===== config.mk =====
export PLATFORM = sky130hd
export DESIGN_NAME = bia_map_ram
export DESIGN_NICKNAME = d
export VERILOG_FILES = /design/src/bia_pkg.sv /design/src/bia_map_ram.sv
export SDC_FILE = /design/constraint.sdc
export NUM_CORES = 2
export LEC_CHECK = 0
export BUFFER_PORTS_ARGS = -buffer_cell sky130_fd_sc_hd__buf_2
export CORE_ASPECT_RATIO = 1.1
export CORE_MARGIN = 4
export CORE_UTILIZATION = 50
export DETAILED_ROUTE_END_ITERATION = 10
export GPL_TIMING_DRIVEN = 0
export PLACE_DENSITY = 0.7
export RECOVER_POWER = 50
export SYNTH_ARGS = -nofsm -noshare
export SYNTH_HDL_FRONTEND = slang
export SYNTH_SLANG_ARGS = --single-unit

===== constraint.sdc =====
create_clock -name clk -period 5.1 [get_ports clk]
set_input_delay 0.51 -clock clk [delete_from_list [all_inputs] [get_ports clk]]
set_output_delay 0.51 -clock clk [all_outputs]
set_load 0.01 [all_outputs]

===== src/bia_pkg.sv =====
package bia_pkg;

	localparam int MAP_BITS_DEF  = 4096;
	localparam int WORD_BITS_DEF = 32;

	localparam int ID_W     = 16;
	localparam int COUNT_W  = 13;
	localparam int STATUS_W = 2;
	localparam int CFG_W    = 16;

	localparam logic [ID_W-1:0]    ID_BASE_RST  = 16'd300;
	localparam logic [COUNT_W-1:0] ID_COUNT_RST = 13'd2701;

	localparam logic OP_ALLOC   = 1'b0;
	localparam logic OP_RELEASE = 1'b1;

	localparam logic [STATUS_W-1:0] ST_OK     = 2'd0;
	localparam logic [STATUS_W-1:0] ST_FULL   = 2'd1;
	localparam logic [STATUS_W-1:0] ST_BAD_ID = 2'd2;

	localparam logic REG_ID_BASE  = 1'b0;
	localparam logic REG_ID_COUNT = 1'b1;

	typedef struct packed {
		logic            op;
		logic [ID_W-1:0] release_id;
	} in_item_t;

	typedef struct packed {
		logic [ID_W-1:0]     granted_id;
		logic [STATUS_W-1:0] status;
	} out_item_t;

	typedef struct packed {
		logic found;
		logic last_word;
		logic hit;
	} unit_flags_t;

endpackage


===== src/bia_map_ram.sv =====
module bia_map_ram import bia_pkg::*; #(
	parameter int WORDS = MAP_BITS_DEF / WORD_BITS_DEF,
	parameter int WIDTH = WORD_BITS_DEF,
	parameter int AW    = 7
) (
	input  logic             clk,
	input  logic             we,
	input  logic [AW-1:0]    waddr,
	input  logic [WIDTH-1:0] wdata,
	input  logic [AW-1:0]    raddr,
	output logic [WIDTH-1:0] rdata
);

	logic [WIDTH-1:0] mem [WORDS];
	logic [WIDTH-1:0] rdata_q;

	always_ff @(posedge clk) begin
		if (we) begin
			mem[waddr] <= wdata;
		end
		rdata_q <= mem[raddr];
	end

	assign rdata = rdata_q;

endmodule


Word-level counts from Yosys, hierarchy flattened
Memories as Yosys holds them, arrays and structs flattened. A register that Yosys moved wholly into a read port is not among the register bits.
Index checks and enable logic that the tools add are counted.
- flip-flop bits (word level): 0
- bits in latches: 0
- bits in writable memories: 4096
- ROM bits: 0
- bits of input ports: 48
- memories kept: 1
- memory list (name ; depth ; bits a word ; read ports ; clocked after Yosys merged registers in ; wr ports ; line ; source):
    mem ; 128 ; 32 ; 1 ; 1 ; 1 ; bia_map_ram.sv:14 ; logic [WIDTH-1:0] mem [WORDS];
- $add $sub $neg: 0
- multiply operators: 0
- div/mod/pow operators: 0
- $lt $le $gt $ge: 0
- equality and inequality tests: 0
- shift operators: 0
- mux-type cells: 2
- bitwise gates (word level): 0
- reductions and logical operators: 0
- operators with widths (operator ; number):
    1-bit two-way mux ; 2

Longest topological paths before layout
- depth in word-level cells: 2
- gate-level depth with buffers: 8
- mapped depth without buffers: 4

Worst setup path before layout
No wires, ideal clock.
- path type: input port to flip-flop
- start point: input port we
- end point: memory mem[98][0] in the netlist's numbering, enable pin
- arrival time: 3.288 ns
- required time: 4.639 ns
- setup slack: 1.351 ns
- cell stages on the path: 3
- path buffers: 1
- cell sequence: clkbuf_1 -> nand4_1 -> nor3_1
- cells in the longest elaborated chain, start to end: 2
- ends and longest elaborated chain (item ; line ; source):
    start, declared ; bia_map_ram.sv:7 ; input logic we,
    1-bit two-way mux ; bia_map_ram.sv:18 ; if (we) begin
    1-bit two-way mux (not written as such) ; bia_map_ram.sv:19 ; mem[waddr] <= wdata;
    end, declared ; bia_map_ram.sv:14 ;
No other way between the ends.

Worst setup path in the final report
- start point: input port wdata[29]
- end point: memory mem[22][29] in the netlist's numbering (data pin)
- RTL lines (item ; line ; source):
    start, declared ; bia_map_ram.sv:9 ; input logic [WIDTH-1:0] wdata,
Straight into the memory's write port.

==> out/qor.yml <==
outcome: "finished with violations"
violations: "capacitance limit, slew limit"
place_ws_ns: -0.129
place_congestion: 1.00
total_power_mw: 68.9
fmax_ghz: 0.217
cp_common_cell: "clkbuf_1"
num_rows: 215
critPathArrivalTime_ns: 4.75
path_clk_slew_ns: 0.07
reg2reg_from: "mem[5][17]"
crit_slowest_cell: "clkbuf_1"
relSlewSlack_pct: -159
io_pins: 80
wl_per_cell_um: 36.0
syn_inst: 5990
p_leak_nw: 54.2
grt_pass1_wl_mm: 565
min_period_ns: 4.61
startpoint: "wdata[29]"
cp_max_fo: 83
yosysUniqueCellTypes: 17
worstRegToRegCells: 4
final_cells: 11200
fillers: 21300
drive_gt1_share_pct: 33.9
area_delta_synth_final_pct: 14.2
setup_viol_count_final: 0
grt_pass1_vias: 72500
r2r_slack_ns: 2.28
htreeDepth: 5
clock-sinks: 4128
via_per_inst: 6.38
critical-path-top-delay-family: "buffers and inverters"
cp_cell_sequence: "clkbuf_1 -> clkbuf_1"
clk_latency_ns: 0.90
path_class: "in -> reg"
grtUsageTotal_pct: 25.0
syn-cell-area_mm2: 0.156
mostFrequentLayoutCell: "edfxtp_1"
wl_mm: 402
cts_hold_buffers: 0
cts-buffers-inserted: 375
ant_nets: 0
die_h_um: 594
fp.dieW_um: 541
rsz0062_at_grt: "no"
r2r-end: "rdata[17]"
fin_nets: 6676
dp_hpwl_mm: 269
start_util_pct: 50.2
critPathCaptureType: "flop"
grt_max_degree: 100
first_iter_violations: 10600
setup_slack_ns: 0.488
post-route-period-util_pct: 90.4
yosysSeqAreaShare_pct: 79.1
cp_num_cells: 2
placed_cells: 10400
core_area_mm2: 0.312
yosysWarnings: 0
mostFrequentLayoutCells: "edfxtp_1, mux4_2, clkbuf_16, clkbuf_1, buf_2"
hold_viol_final: 0
critPathCapture: "mem[22][29]"
syn-num-nets: 6038
final_core_util_pct: 57.3
worst_clock_skew_ns: 0.0355
finalMaxSlewViolations: 3623
cts.repair.resized: 0
holdWs_ns: 0.459
multi_input_area_mm2: 0.0322
grt_overflow: 0
critPathLaunchType: "input port"
drc: 0
first_pass_iters: 6
clock-root-buffer: "clkbuf_16"
cts_buffer_depth: 4
die-area_mm2: 0.322
hold_class: "in -> reg"
required_ns: 5.24
tritoncts: "done"
maxCapViolCount: 55
synth-seq-cells: 4128
slowest_delay_ns: 2.78
vias: 71300
synth.avg_cell_area_um2: 26.1
worstMarginPinSlew_ns: 3.89
ir_worst_vdd_v: 0.000285
p_per_area_mw_per_mm2: 386
post-cts-setup-buffers: 0
port_buffers: 68
antenna_found_initial: 84
critPathBufInv: 2
ff_latch_area_mm2: 0.124
==> worst min-delay path by stage <==
stage | startpoint | end | slack [ns] | cells past startpoint
CTS | wdata[0] | mem[36][0] | 0.001 | 1
detailed placement | rdata[26] | rdata[26] | 0.90 | 1
floorplan | wdata[0] | mem[0][0] | 0.61 | 0
finish | waddr[1] | mem[102][29] | 0.46 | 3
global route | waddr[1] | mem[102][29] | 0.42 | 3
global placement | rdata[29] | rdata[29] | 0.92 | 1
==> metrics by stage <==
step	cell area [um2]	setup TNS, ns
floorplan	156000	0
finish	178000	0
detailed placement	167000	-0.402
CTS	179000	0
global route	178000	0
global placement	162000	-1024.11
==> power breakdown <==
group / switching (mW) / internal, mW
Combinational: 2.44 / 1.39
Clock: 12.1 / 15.4
Sequential: 0.0458 / 37.5
Total: 14.5 / 54.3
==> layout make-up <==
cell class / instances / area share, %
Antenna cell: 129 / 0.181
Buffer: 316 / 0.754
Clock buffer: 466 / 5.62
Clock inverter: 212 / 0.999
Multi-Input combinational cell: 1546 / 18.1
Sequential cell: 4128 / 69.3
Tap cell: 4123 / 2.89
Timing Repair Buffer: 261 / 2.18
==> kinds of logic after synthesis <==
| logic type | share of synthesized area (%) |
|---|---|
| simple gates | 0.446 |
| buf+inv | 0.839 |
| mux | 19.6 |
| flops | 79.1 |
==> cells in the mapped netlist <==
cell         n  area share, %
clkbuf_1   182           0.44
nand4_1      3          0.012
nand2b_1     2         0.0080
edfxtp_1  4096             79
buf_1       50           0.12
nand2_1     14          0.034
dfxtp_1     32           0.41
mux2_2      32           0.23
mux4_2    1344             19
nor3_1       9          0.029
nand3_1     12          0.038
nor2_1     122           0.29
buf_6        2          0.014
buf_4        3          0.014
buf_2       79           0.25
or3_1        1         0.0040
nor2b_1      7          0.028
==> layer usage <==
metal | global-route usage [%] | up-vias | share of wire [%]
li1 | - | 27800 | -
met1 | 32.1 | 38600 | 35
met2 | 40.5 | 4096 | 50
met3 | 6.85 | 687 | 11
met4 | 10.8 | 36 | 4.9
met5 | 0.493 | - | 0.12
==> sequential cells by signal, summed over array words and instances (netlist names) <==
name and flops:
rdata 32, mem 4096
==> worst register-to-register path: cells and delay by family, from the launching register on <==
kind	cells	cell delay, ns
flip-flops	1	0.38
multiplexers	4	2.30
(Power assumes the default switching activity.)
