**config.mk**
```make
export PLATFORM = sky130hd
export DESIGN_NAME = bia_seq
export DESIGN_NICKNAME = d
export VERILOG_FILES = /design/src/bia_pkg.sv /design/src/bia_seq.sv
export SDC_FILE = /design/constraint.sdc
export NUM_CORES = 1
export LEC_CHECK = 0
export ABC_AREA = 1
export BUFFER_PORTS_ARGS = -buffer_cell sky130_fd_sc_hd__buf_2
export CAP_MARGIN = 20
export CORE_MARGIN = 3
export CORE_UTILIZATION = 49
export CTS_CLUSTER_SIZE = 28
export DETAILED_ROUTE_END_ITERATION = 8
export PLACE_DENSITY_LB_ADDON = 0.05
export SETUP_SLACK_MARGIN = 0.5
export SYNTH_ARGS = -nofsm -noshare
export SYNTH_HDL_FRONTEND = slang
export SYNTH_SLANG_ARGS = --single-unit
```
**constraint.sdc**
```tcl
create_clock -name clk -period 2.7 [get_ports clk]
set_clock_uncertainty 0.05 [all_clocks]
set_input_delay 0.135 -clock clk [delete_from_list [all_inputs] [get_ports clk]]
set_output_delay 0.135 -clock clk [all_outputs]
set_load 0.02 [all_outputs]
```
**src/bia_pkg.sv**
```systemverilog
package bia_pkg;

	localparam int MAP_BITS_DEF  = 4096;
	localparam int WORD_BITS_DEF = 32;

	localparam int ID_W     = 16;
	localparam int COUNT_W  = 13;
	localparam int STATUS_W = 2;
	localparam int CFG_W    = 16;

	localparam logic [ID_W-1:0]    ID_BASE_RST  = 16'd300;
	localparam logic [COUNT_W-1:0] ID_COUNT_RST = 13'd2701;

	localparam logic OP_ALLOC   = 1'b0;
	localparam logic OP_RELEASE = 1'b1;

	localparam logic [STATUS_W-1:0] ST_OK     = 2'd0;
	localparam logic [STATUS_W-1:0] ST_FULL   = 2'd1;
	localparam logic [STATUS_W-1:0] ST_BAD_ID = 2'd2;

	localparam logic REG_ID_BASE  = 1'b0;
	localparam logic REG_ID_COUNT = 1'b1;

	typedef struct packed {
		logic            op;
		logic [ID_W-1:0] release_id;
	} in_item_t;

	typedef struct packed {
		logic [ID_W-1:0]     granted_id;
		logic [STATUS_W-1:0] status;
	} out_item_t;

	typedef struct packed {
		logic found;
		logic last_word;
		logic hit;
	} unit_flags_t;

endpackage

```
**src/bia_seq.sv**
```systemverilog
module bia_seq import bia_pkg::*; #(
	parameter int MAP_WORDS = MAP_BITS_DEF / WORD_BITS_DEF,
	parameter int WORD_BITS = WORD_BITS_DEF,
	parameter int CNT_W     = 13,
	parameter int AW        = 7,
	parameter int BW        = 5
) (
	input  logic                 clk,
	input  logic                 arst_n,
	input  logic                 in_valid,
	output logic                 in_ready,
	input  in_item_t             in_data,
	output logic                 out_valid,
	input  logic                 out_ready,
	output out_item_t            out_data,
	input  logic [ID_W-1:0]      id_base,
	input  logic [CNT_W-1:0]     live_cnt,
	output logic                 map_we,
	output logic [AW-1:0]        map_waddr,
	output logic [WORD_BITS-1:0] map_wdata,
	output logic [AW-1:0]        map_raddr,
	input  logic [WORD_BITS-1:0] map_rdata,
	output logic                 unit_op,
	output logic [CNT_W-1:0]     unit_lim,
	output logic [CNT_W-1:0]     unit_wbase,
	input  unit_flags_t          unit_flags,
	input  logic [BW-1:0]        unit_off,
	input  logic [WORD_BITS-1:0] unit_new_word
);

	typedef enum logic [3:0] {
		S_CLEAR = 4'b0001,
		S_IDLE  = 4'b0010,
		S_SCAN  = 4'b0100,
		S_RESP  = 4'b1000
	} state_t;

	state_t                state_q;
	logic [AW-1:0]         w_q;
	logic [CNT_W-1:0]      wbase_q;
	logic [CNT_W-1:0]      lim_q;
	logic                  op_q;
	logic [BW-1:0]         off_q;
	logic [STATUS_W-1:0]   status_q;
	logic                  grant_q;
	logic                  out_valid_q;
	out_item_t             out_q;

	logic                  accept;
	logic                  out_free;
	logic [ID_W:0]         rel_diff;
	logic                  rel_bad;
	logic [ID_W-1:0]       grant_sum;

	assign in_ready  = (state_q == S_IDLE);
	assign accept    = in_valid && in_ready;
	assign out_free  = !out_valid_q || out_ready;
	assign out_valid = out_valid_q;
	assign out_data  = out_q;

	assign unit_op    = op_q;
	assign unit_lim   = lim_q;
	assign unit_wbase = wbase_q;

	// A borrow out of the subtraction means the identifier lies below the base.
	assign rel_diff  = {1'b0, in_data.release_id} - {1'b0, id_base};
	assign rel_bad   = rel_diff[ID_W] || (32'(rel_diff[ID_W-1:0]) >= 32'(live_cnt));
	assign grant_sum = ID_W'(32'(id_base) + 32'(wbase_q) + 32'(off_q));

	always_comb begin
		map_we    = 1'b0;
		map_waddr = w_q;
		map_wdata = unit_new_word;
		map_raddr = '0;
		case (state_q)
			S_CLEAR: begin
				map_we    = 1'b1;
				map_wdata = '0;
			end
			S_SCAN: begin
				map_raddr = AW'(w_q + 1'b1);
				if (op_q == OP_ALLOC) begin
					map_we = unit_flags.found;
				end else begin
					map_we = unit_flags.hit;
				end
			end
			default: begin
			end
		endcase
	end

	always_ff @(posedge clk or negedge arst_n) begin
		if (!arst_n) begin
			state_q     <= S_CLEAR;
			w_q         <= '0;
			out_valid_q <= 1'b0;
		end else begin
			// In the response state a drained beat is replaced there, not here.
			if (out_valid_q && out_ready && state_q != S_RESP) begin
				out_valid_q <= 1'b0;
			end
			case (state_q)
				S_CLEAR: begin
					w_q <= AW'(w_q + 1'b1);
					if (w_q == AW'(MAP_WORDS - 1)) begin
						w_q     <= '0;
						state_q <= S_IDLE;
					end
				end
				S_IDLE: begin
					if (accept) begin
						op_q    <= in_data.op;
						w_q     <= '0;
						wbase_q <= '0;
						grant_q <= 1'b0;
						if (in_data.op == OP_ALLOC) begin
							lim_q <= live_cnt;
							if (live_cnt == '0) begin
								status_q <= ST_FULL;
								state_q  <= S_RESP;
							end else begin
								state_q <= S_SCAN;
							end
						end else begin
							lim_q <= CNT_W'(rel_diff[ID_W-1:0]);
							if (rel_bad) begin
								status_q <= ST_BAD_ID;
								state_q  <= S_RESP;
							end else begin
								state_q <= S_SCAN;
							end
						end
					end
				end
				S_SCAN: begin
					if (op_q == OP_ALLOC && unit_flags.found) begin
						status_q <= ST_OK;
						grant_q  <= 1'b1;
						off_q    <= unit_off;
						state_q  <= S_RESP;
					end else if (op_q == OP_ALLOC && unit_flags.last_word) begin
						status_q <= ST_FULL;
						state_q  <= S_RESP;
					end else if (op_q == OP_RELEASE && unit_flags.hit) begin
						status_q <= ST_OK;
						state_q  <= S_RESP;
					end else begin
						w_q     <= AW'(w_q + 1'b1);
						wbase_q <= CNT_W'(wbase_q + CNT_W'(WORD_BITS));
					end
				end
				S_RESP: begin
					if (out_free) begin
						out_q.granted_id <= grant_q ? grant_sum : '0;
						out_q.status     <= status_q;
						out_valid_q      <= 1'b1;
						state_q          <= S_IDLE;
					end
				end
				default: begin
					state_q <= S_IDLE;
				end
			endcase
		end
	end

	a_we_phase: assert property (@(posedge clk) disable iff (!arst_n)
		map_we |-> (state_q == S_CLEAR || state_q == S_SCAN))
		else $error("map written outside the clear pass or the scan");

	a_alloc_sets_one: assert property (@(posedge clk) disable iff (!arst_n)
		(state_q == S_SCAN && map_we && op_q == OP_ALLOC)
			|-> ($countones(map_wdata ^ map_rdata) == 1))
		else $error("allocate write does not set exactly one free bit");

	a_release_clears: assert property (@(posedge clk) disable iff (!arst_n)
		(state_q == S_SCAN && map_we && op_q == OP_RELEASE)
			|-> ((map_wdata & ~map_rdata) == '0))
		else $error("release write sets a bit");

	a_fail_no_grant: assert property (@(posedge clk) disable iff (!arst_n)
		(out_valid_q && out_q.status != ST_OK) |-> (out_q.granted_id == '0))
		else $error("failed request carries a nonzero identifier");

	a_scan_bound: assert property (@(posedge clk) disable iff (!arst_n)
		(state_q == S_SCAN) |-> (int'(w_q) < MAP_WORDS))
		else $error("scan ran past the last map word");

endmodule

```
# == Word level (Yosys, flattened, before mapping) ==
# Index checks and enable logic that the tools add are counted.
# classes
n_addsub,5
order_cmp,1
eq_ne,16
mux,40
bitwise,1
reduce_logical,20
# ops
cell,n
2-to-1 mux 13 bit,5
2-to-1 mux 7 bit,6
2-to-1 mux 4 bit,9
2-to-1 mux 32 bit,1
one-hot mux 13 bit (2 select lines),1
one-hot mux 7 bit (3 select lines),1
subtractor 16 x 16 -> 17 bit,1
adder 16 x 13 -> 16 bit,1
adder 16 x 5 -> 16 bit,1
>= comparator 16 x 13 -> 1 bit,1
one-hot mux 4 bit (4 select lines),1
2-to-1 mux 2 bit,7
"adder 13 x 6 -> 13 bit, second input constant",1
logical NOT 13 bit,1
"!= test 2 bit, second input constant",6
AND reduction 6 bit,2
AND reduction 3 bit,3
"!= test 4 bit, second input constant",2
AND reduction 4 bit,2
"adder 7 x 1 -> 7 bit, second input constant",1
"equality test 7 bit, second input constant",1
logical AND 1 bit,6
2-to-1 mux 1 bit,6
AND reduction 5 bit,1
other kinds (14),16
# totals
regBits,65
input_bits,122
output_inout_bits,94
elab_cells,94

# == Longest topological paths before layout ==
# logic_depth
depth_word,7
depth_mapped,26
ltp_nobuf,26

# == Worst setup path after synthesis ==
# No wires, ideal clock.
# synth_timing
path_type,input to register
from,input in_data[0] in the netlist's numbering
to,register status_q[0] (enable)
setup_ns,0.253
arrival_time_ns,2.576
required_time_ns,2.397
setup_slack_ns,-0.179
cell_stages,24
n_path_buf,0
path_cell_list,inv_1 ha_1 fa_1 inv_1 nand3_1 nand2_1 nand2_1 nand2_1 nand2_1 nand3_2 nand2_1 nand2_1 nand2_1 nand2_1 nand2_1 and2_1 ha_1 or2_2 a21oi_1 nand2_1 nor2_1 nand3_1 nand2_1 a21oi_1
# synth_via
elab_chain_cells,5
# synth_rtl
item,line,text
"start, declared",bia_seq.sv:12,"input in_item_t in_data,"
subtractor 16 x 16 -> 17 bit *,bia_seq.sv:66,"assign rel_diff = {1'b0, in_data.release_id} - {1'b0, id_base};"
>= comparator 16 x 13 -> 1 bit,bia_seq.sv:67,assign rel_bad = rel_diff[ID_W] || (32'(rel_diff[ID_W-1:0]) >= 32'(live_cnt));
logical OR 1 bit *,bia_seq.sv:67,
!= test 3 x 2 -> 1 bit (no source line) *,-,
AND reduction 6 bit (no source line) *,-,
"end signal, assigned",bia_seq.sv:120,status_q <= ST_FULL;
"end signal, assigned",bia_seq.sv:128,status_q <= ST_BAD_ID;
"end signal, assigned",bia_seq.sv:138,status_q <= ST_OK;
"end, declared",bia_seq.sv:44,logic [STATUS_W-1:0] status_q;
# Mark *: on every way between the ends. The rest lies on a longest branch, timed or not.
# A chain may end at the register's enable or synchronous reset.

# == Final worst setup path ==
# layout_timing
from,input id_base[8]
to,register status_q[1] (enable)
# layout_via
elab_chain_cells,5
# layout_rtl
item,line,text
"start, declared",bia_seq.sv:16,"input logic [ID_W-1:0] id_base,"
subtractor 16 x 16 -> 17 bit *,bia_seq.sv:66,
>= comparator 16 x 13 -> 1 bit,bia_seq.sv:67,
logical OR 1 bit *,bia_seq.sv:67,
!= test 3 x 2 -> 1 bit (no source line) *,-,
AND reduction 6 bit (no source line) *,-,
# Marked as above.

==> impl_metrics.ini <==
[critical_path]
end_kind = flip-flop
critical_path_required_ns = 2.75
start_kind = primary input
arrival_ns = 2.58
reg2reg_depth = 10
crit_type = in -> reg
path_max_fanout = 4

[synth]
synth.distinct_cells = 46
yosysWarnings = 0
syn_area_sq_um = 4880
synth_top_cell_area_share_pct = 29.5
synth_edf_count = 48
synthCells = 638
synthFlopType = edfxtp_1
yosysMostFrequentCell = inv_1
synth_area_leaders = edfxtp_1, ha_1, inv_1, nand2_1, dfrtp_1
synth_top_area_cell = edfxtp_1
synth_async_sr_flop_share_pct = 20.0
synth_common_cells = inv_1, nand2_1, nor2_1, ha_1
syn_avg_cell_area_sq_um = 7.65
ys_seq_area_share_pct = 35.7
synth_seq_cells = 60

[outcome]
status = finished clean

[pwr]
power_frac_clock_pct = 19.3
p_leak_nw = 3.70
ir_worst_vdd_mv = 0.295
seq_power_share_pct = 30.2
p_per_area_nw_per_um2 = 603
combPwrFrac_pct = 50.5
p_int_mw = 2.57
p_switching_mw = 1.74
total_power_mw = 4.31
p_sw_share_pct = 40.3

[sta]
fin_crit_ns = 2.53
fmax_mhz = 395
drv_slew = 0
slew_headroom_pct = 60.0
grt_setup_unrepaired = yes
holdWs_ns = 0.0509
finalSetupViolations = 0
setup_slack_ns = 0.170
hold_viol = 0
final.setup.tns_ns = 0
tightestPinTransition_ns = 0.598
post-route-period-util_pct = 93.7

[finish]
final_area_sq_um = 7150
fin_util_pct = 75.6
insertedDiodeCount = 0
drive_gt1_share_pct = 38.2
final_net_count = 1071
fin_cells = 1024
area_delta_synth_final_pct = 46.6

[job]
cap_violations = 0

[route]
drt-total-wl_mm = 14.6
vias = 5099
drt_iter0_drc = 273
wire_per_inst_microns = 14.3
viasPerCell = 4.98
drc = 0
firstDrtPassIters = 4
ant_nets = 0

[global_routing]
grt_use_total_pct = 25.0
grt_pass1_wl_mm = 22.5
grt_start_max_net_pins = 33
gr-total-overflow = 0
grt_pass1_vias = 5103
antenna_found_initial = 0

[cts]
cts_buffer_depth = 2
numClockSinks = 60
numCtsBuffers = 9
insertion_delay_ns = 0.34
tritoncts = done
clock-root-buffer = clkbuf_8
cts-htree-levels = 3
cts.clk_slew.worst_paths_ns = 0.08

[floorplanning]
die_y_microns = 106
die_w_microns = 106
start_util_pct = 51.6
die_area_sq_um = 11200
core_area_sq_um = 9460
row_count = 35
pin_count = 216

[min_path]
worst_hold_path_type = in -> reg
worst_hold_path.num_cells = 3

[placement]
dp_slack_ns = -0.238
placed_area_sq_um = 6270
hpwl_mm = 10.6
gp_congestion = 0.862
dp.cells = 973
io_buffer_count = 178
## path summary, 6_finish.rpt
kind                                  start           end  slack (ns)
max in group asynchronous            arst_n    state_q[0]        2.14
min in group asynchronous            arst_n  map_waddr[1]        0.16
worst max-delay path             id_base[8]   status_q[1]        0.17
worst min register to register  status_q[0]   out_data[0]        0.38
worst min-delay path            live_cnt[1]   unit_lim[1]        0.05
worst max register to register     off_q[1]  out_data[11]        0.49
## power groups by stage
stage / sequential [mW] / clock [mW] / combinational (mW)
2_1_floorplan: 1.42 / 0 / 1.11
3_3_place_gp: 1.32 / 0 / 1.74
3_5_place_dp: 1.32 / 0 / 1.78
4_1_cts: 1.29 / 0.846 / 1.97
5_1_grt: 1.32 / 0.885 / 2.39
6_report: 1.30 / 0.834 / 2.18
## logic make-up (layout without fill, tap and decap cells)
family,after synthesis,after routing,share of synthesized area [%]
AND/OR/NAND/NOR,246,246,21.7
flip-flops,60,60,35.7
XOR/XNOR,15,15,2.69
adder cells (fa/ha/maj),59,59,15.4
other,1,5,0.0768
multiplexers,1,1,0.205
AO/OA/AOI/OAI,105,105,11.8
buffers and inverters,151,404,12.4
## registers in the layout, summed over array words and instances, names as in the netlist
register	cells
unit_op	1
off_q	5
grant_q	1
map_waddr	7
unit_wbase	8
out_valid	1
out_data	18
unit_lim	13
status_q	2
state_q	4
## layout by cell type, fill, tap and decap left out, types with 6 or more instances in the layout
cell type and n:
nand4_1 6, inv_1 130, ha_4 21, buf_2 175, nand3_1 18, o21ai_1 6
nor3_1 11, a21oi_1 38, nand2_2 14, xor2_1 9, o21ai_0 28, ha_1 34
dlygate4sd3_1 7, a21oi_2 8, nor2_1 68, inv_2 6, edfxtp_1 48, buf_4 64
clkbuf_8 9, dfrtp_1 11, nand2_1 103
## metal layers
metal  GRT usage [%]  wire length, microns  up-vias  part of all wire (%)
li1                -                     -     2566                     -
met1            27.7                  5830     2329                    40
met2            47.2                  7690      184                    53
met3            4.90                   840       20                   5.7
met4            8.60                   246        0                   1.7
met5               0                     0        -                     0
## worst max-delay path, stage by stage
cell,delay [ns]
buf_2,0.14
inv_1,0.06
ha_1,0.34
nand2_1,0.11
inv_1,0.10
nand2_1,0.11
nand2_1,0.09
a31oi_4,0.18
xnor2_2,0.15
ha_1,0.29
a21oi_1,0.17
nor3_2,0.06
a211oi_1,0.22
nand2_1,0.10
nand2_1,0.06
nand3_1,0.08
nand2_2,0.10
a21oi_2,0.07
## timing repair
item | 4_1_cts | 5_1_grt
gates resized for setup | 35 | 41
setup buffers | 18 | 10
hold buffers | 7 | 0
endpoints found under the hold margin | 18 | 0
endpoints found under the setup margin | 9 | 13
cloned | 0 | 0
pin swaps | 34 | 22
## final cells by class
type	instances	area (sq um)
Multi-Input combinational cell	431	3020
Fill cell	710	2310
Sequential cell	60	1740
Timing Repair Buffer	250	1480
Inverter	138	544
Clock buffer	12	178
Tap cell	129	161
Clock inverter	4	28.8
Power figures use the tool's default switching activity.
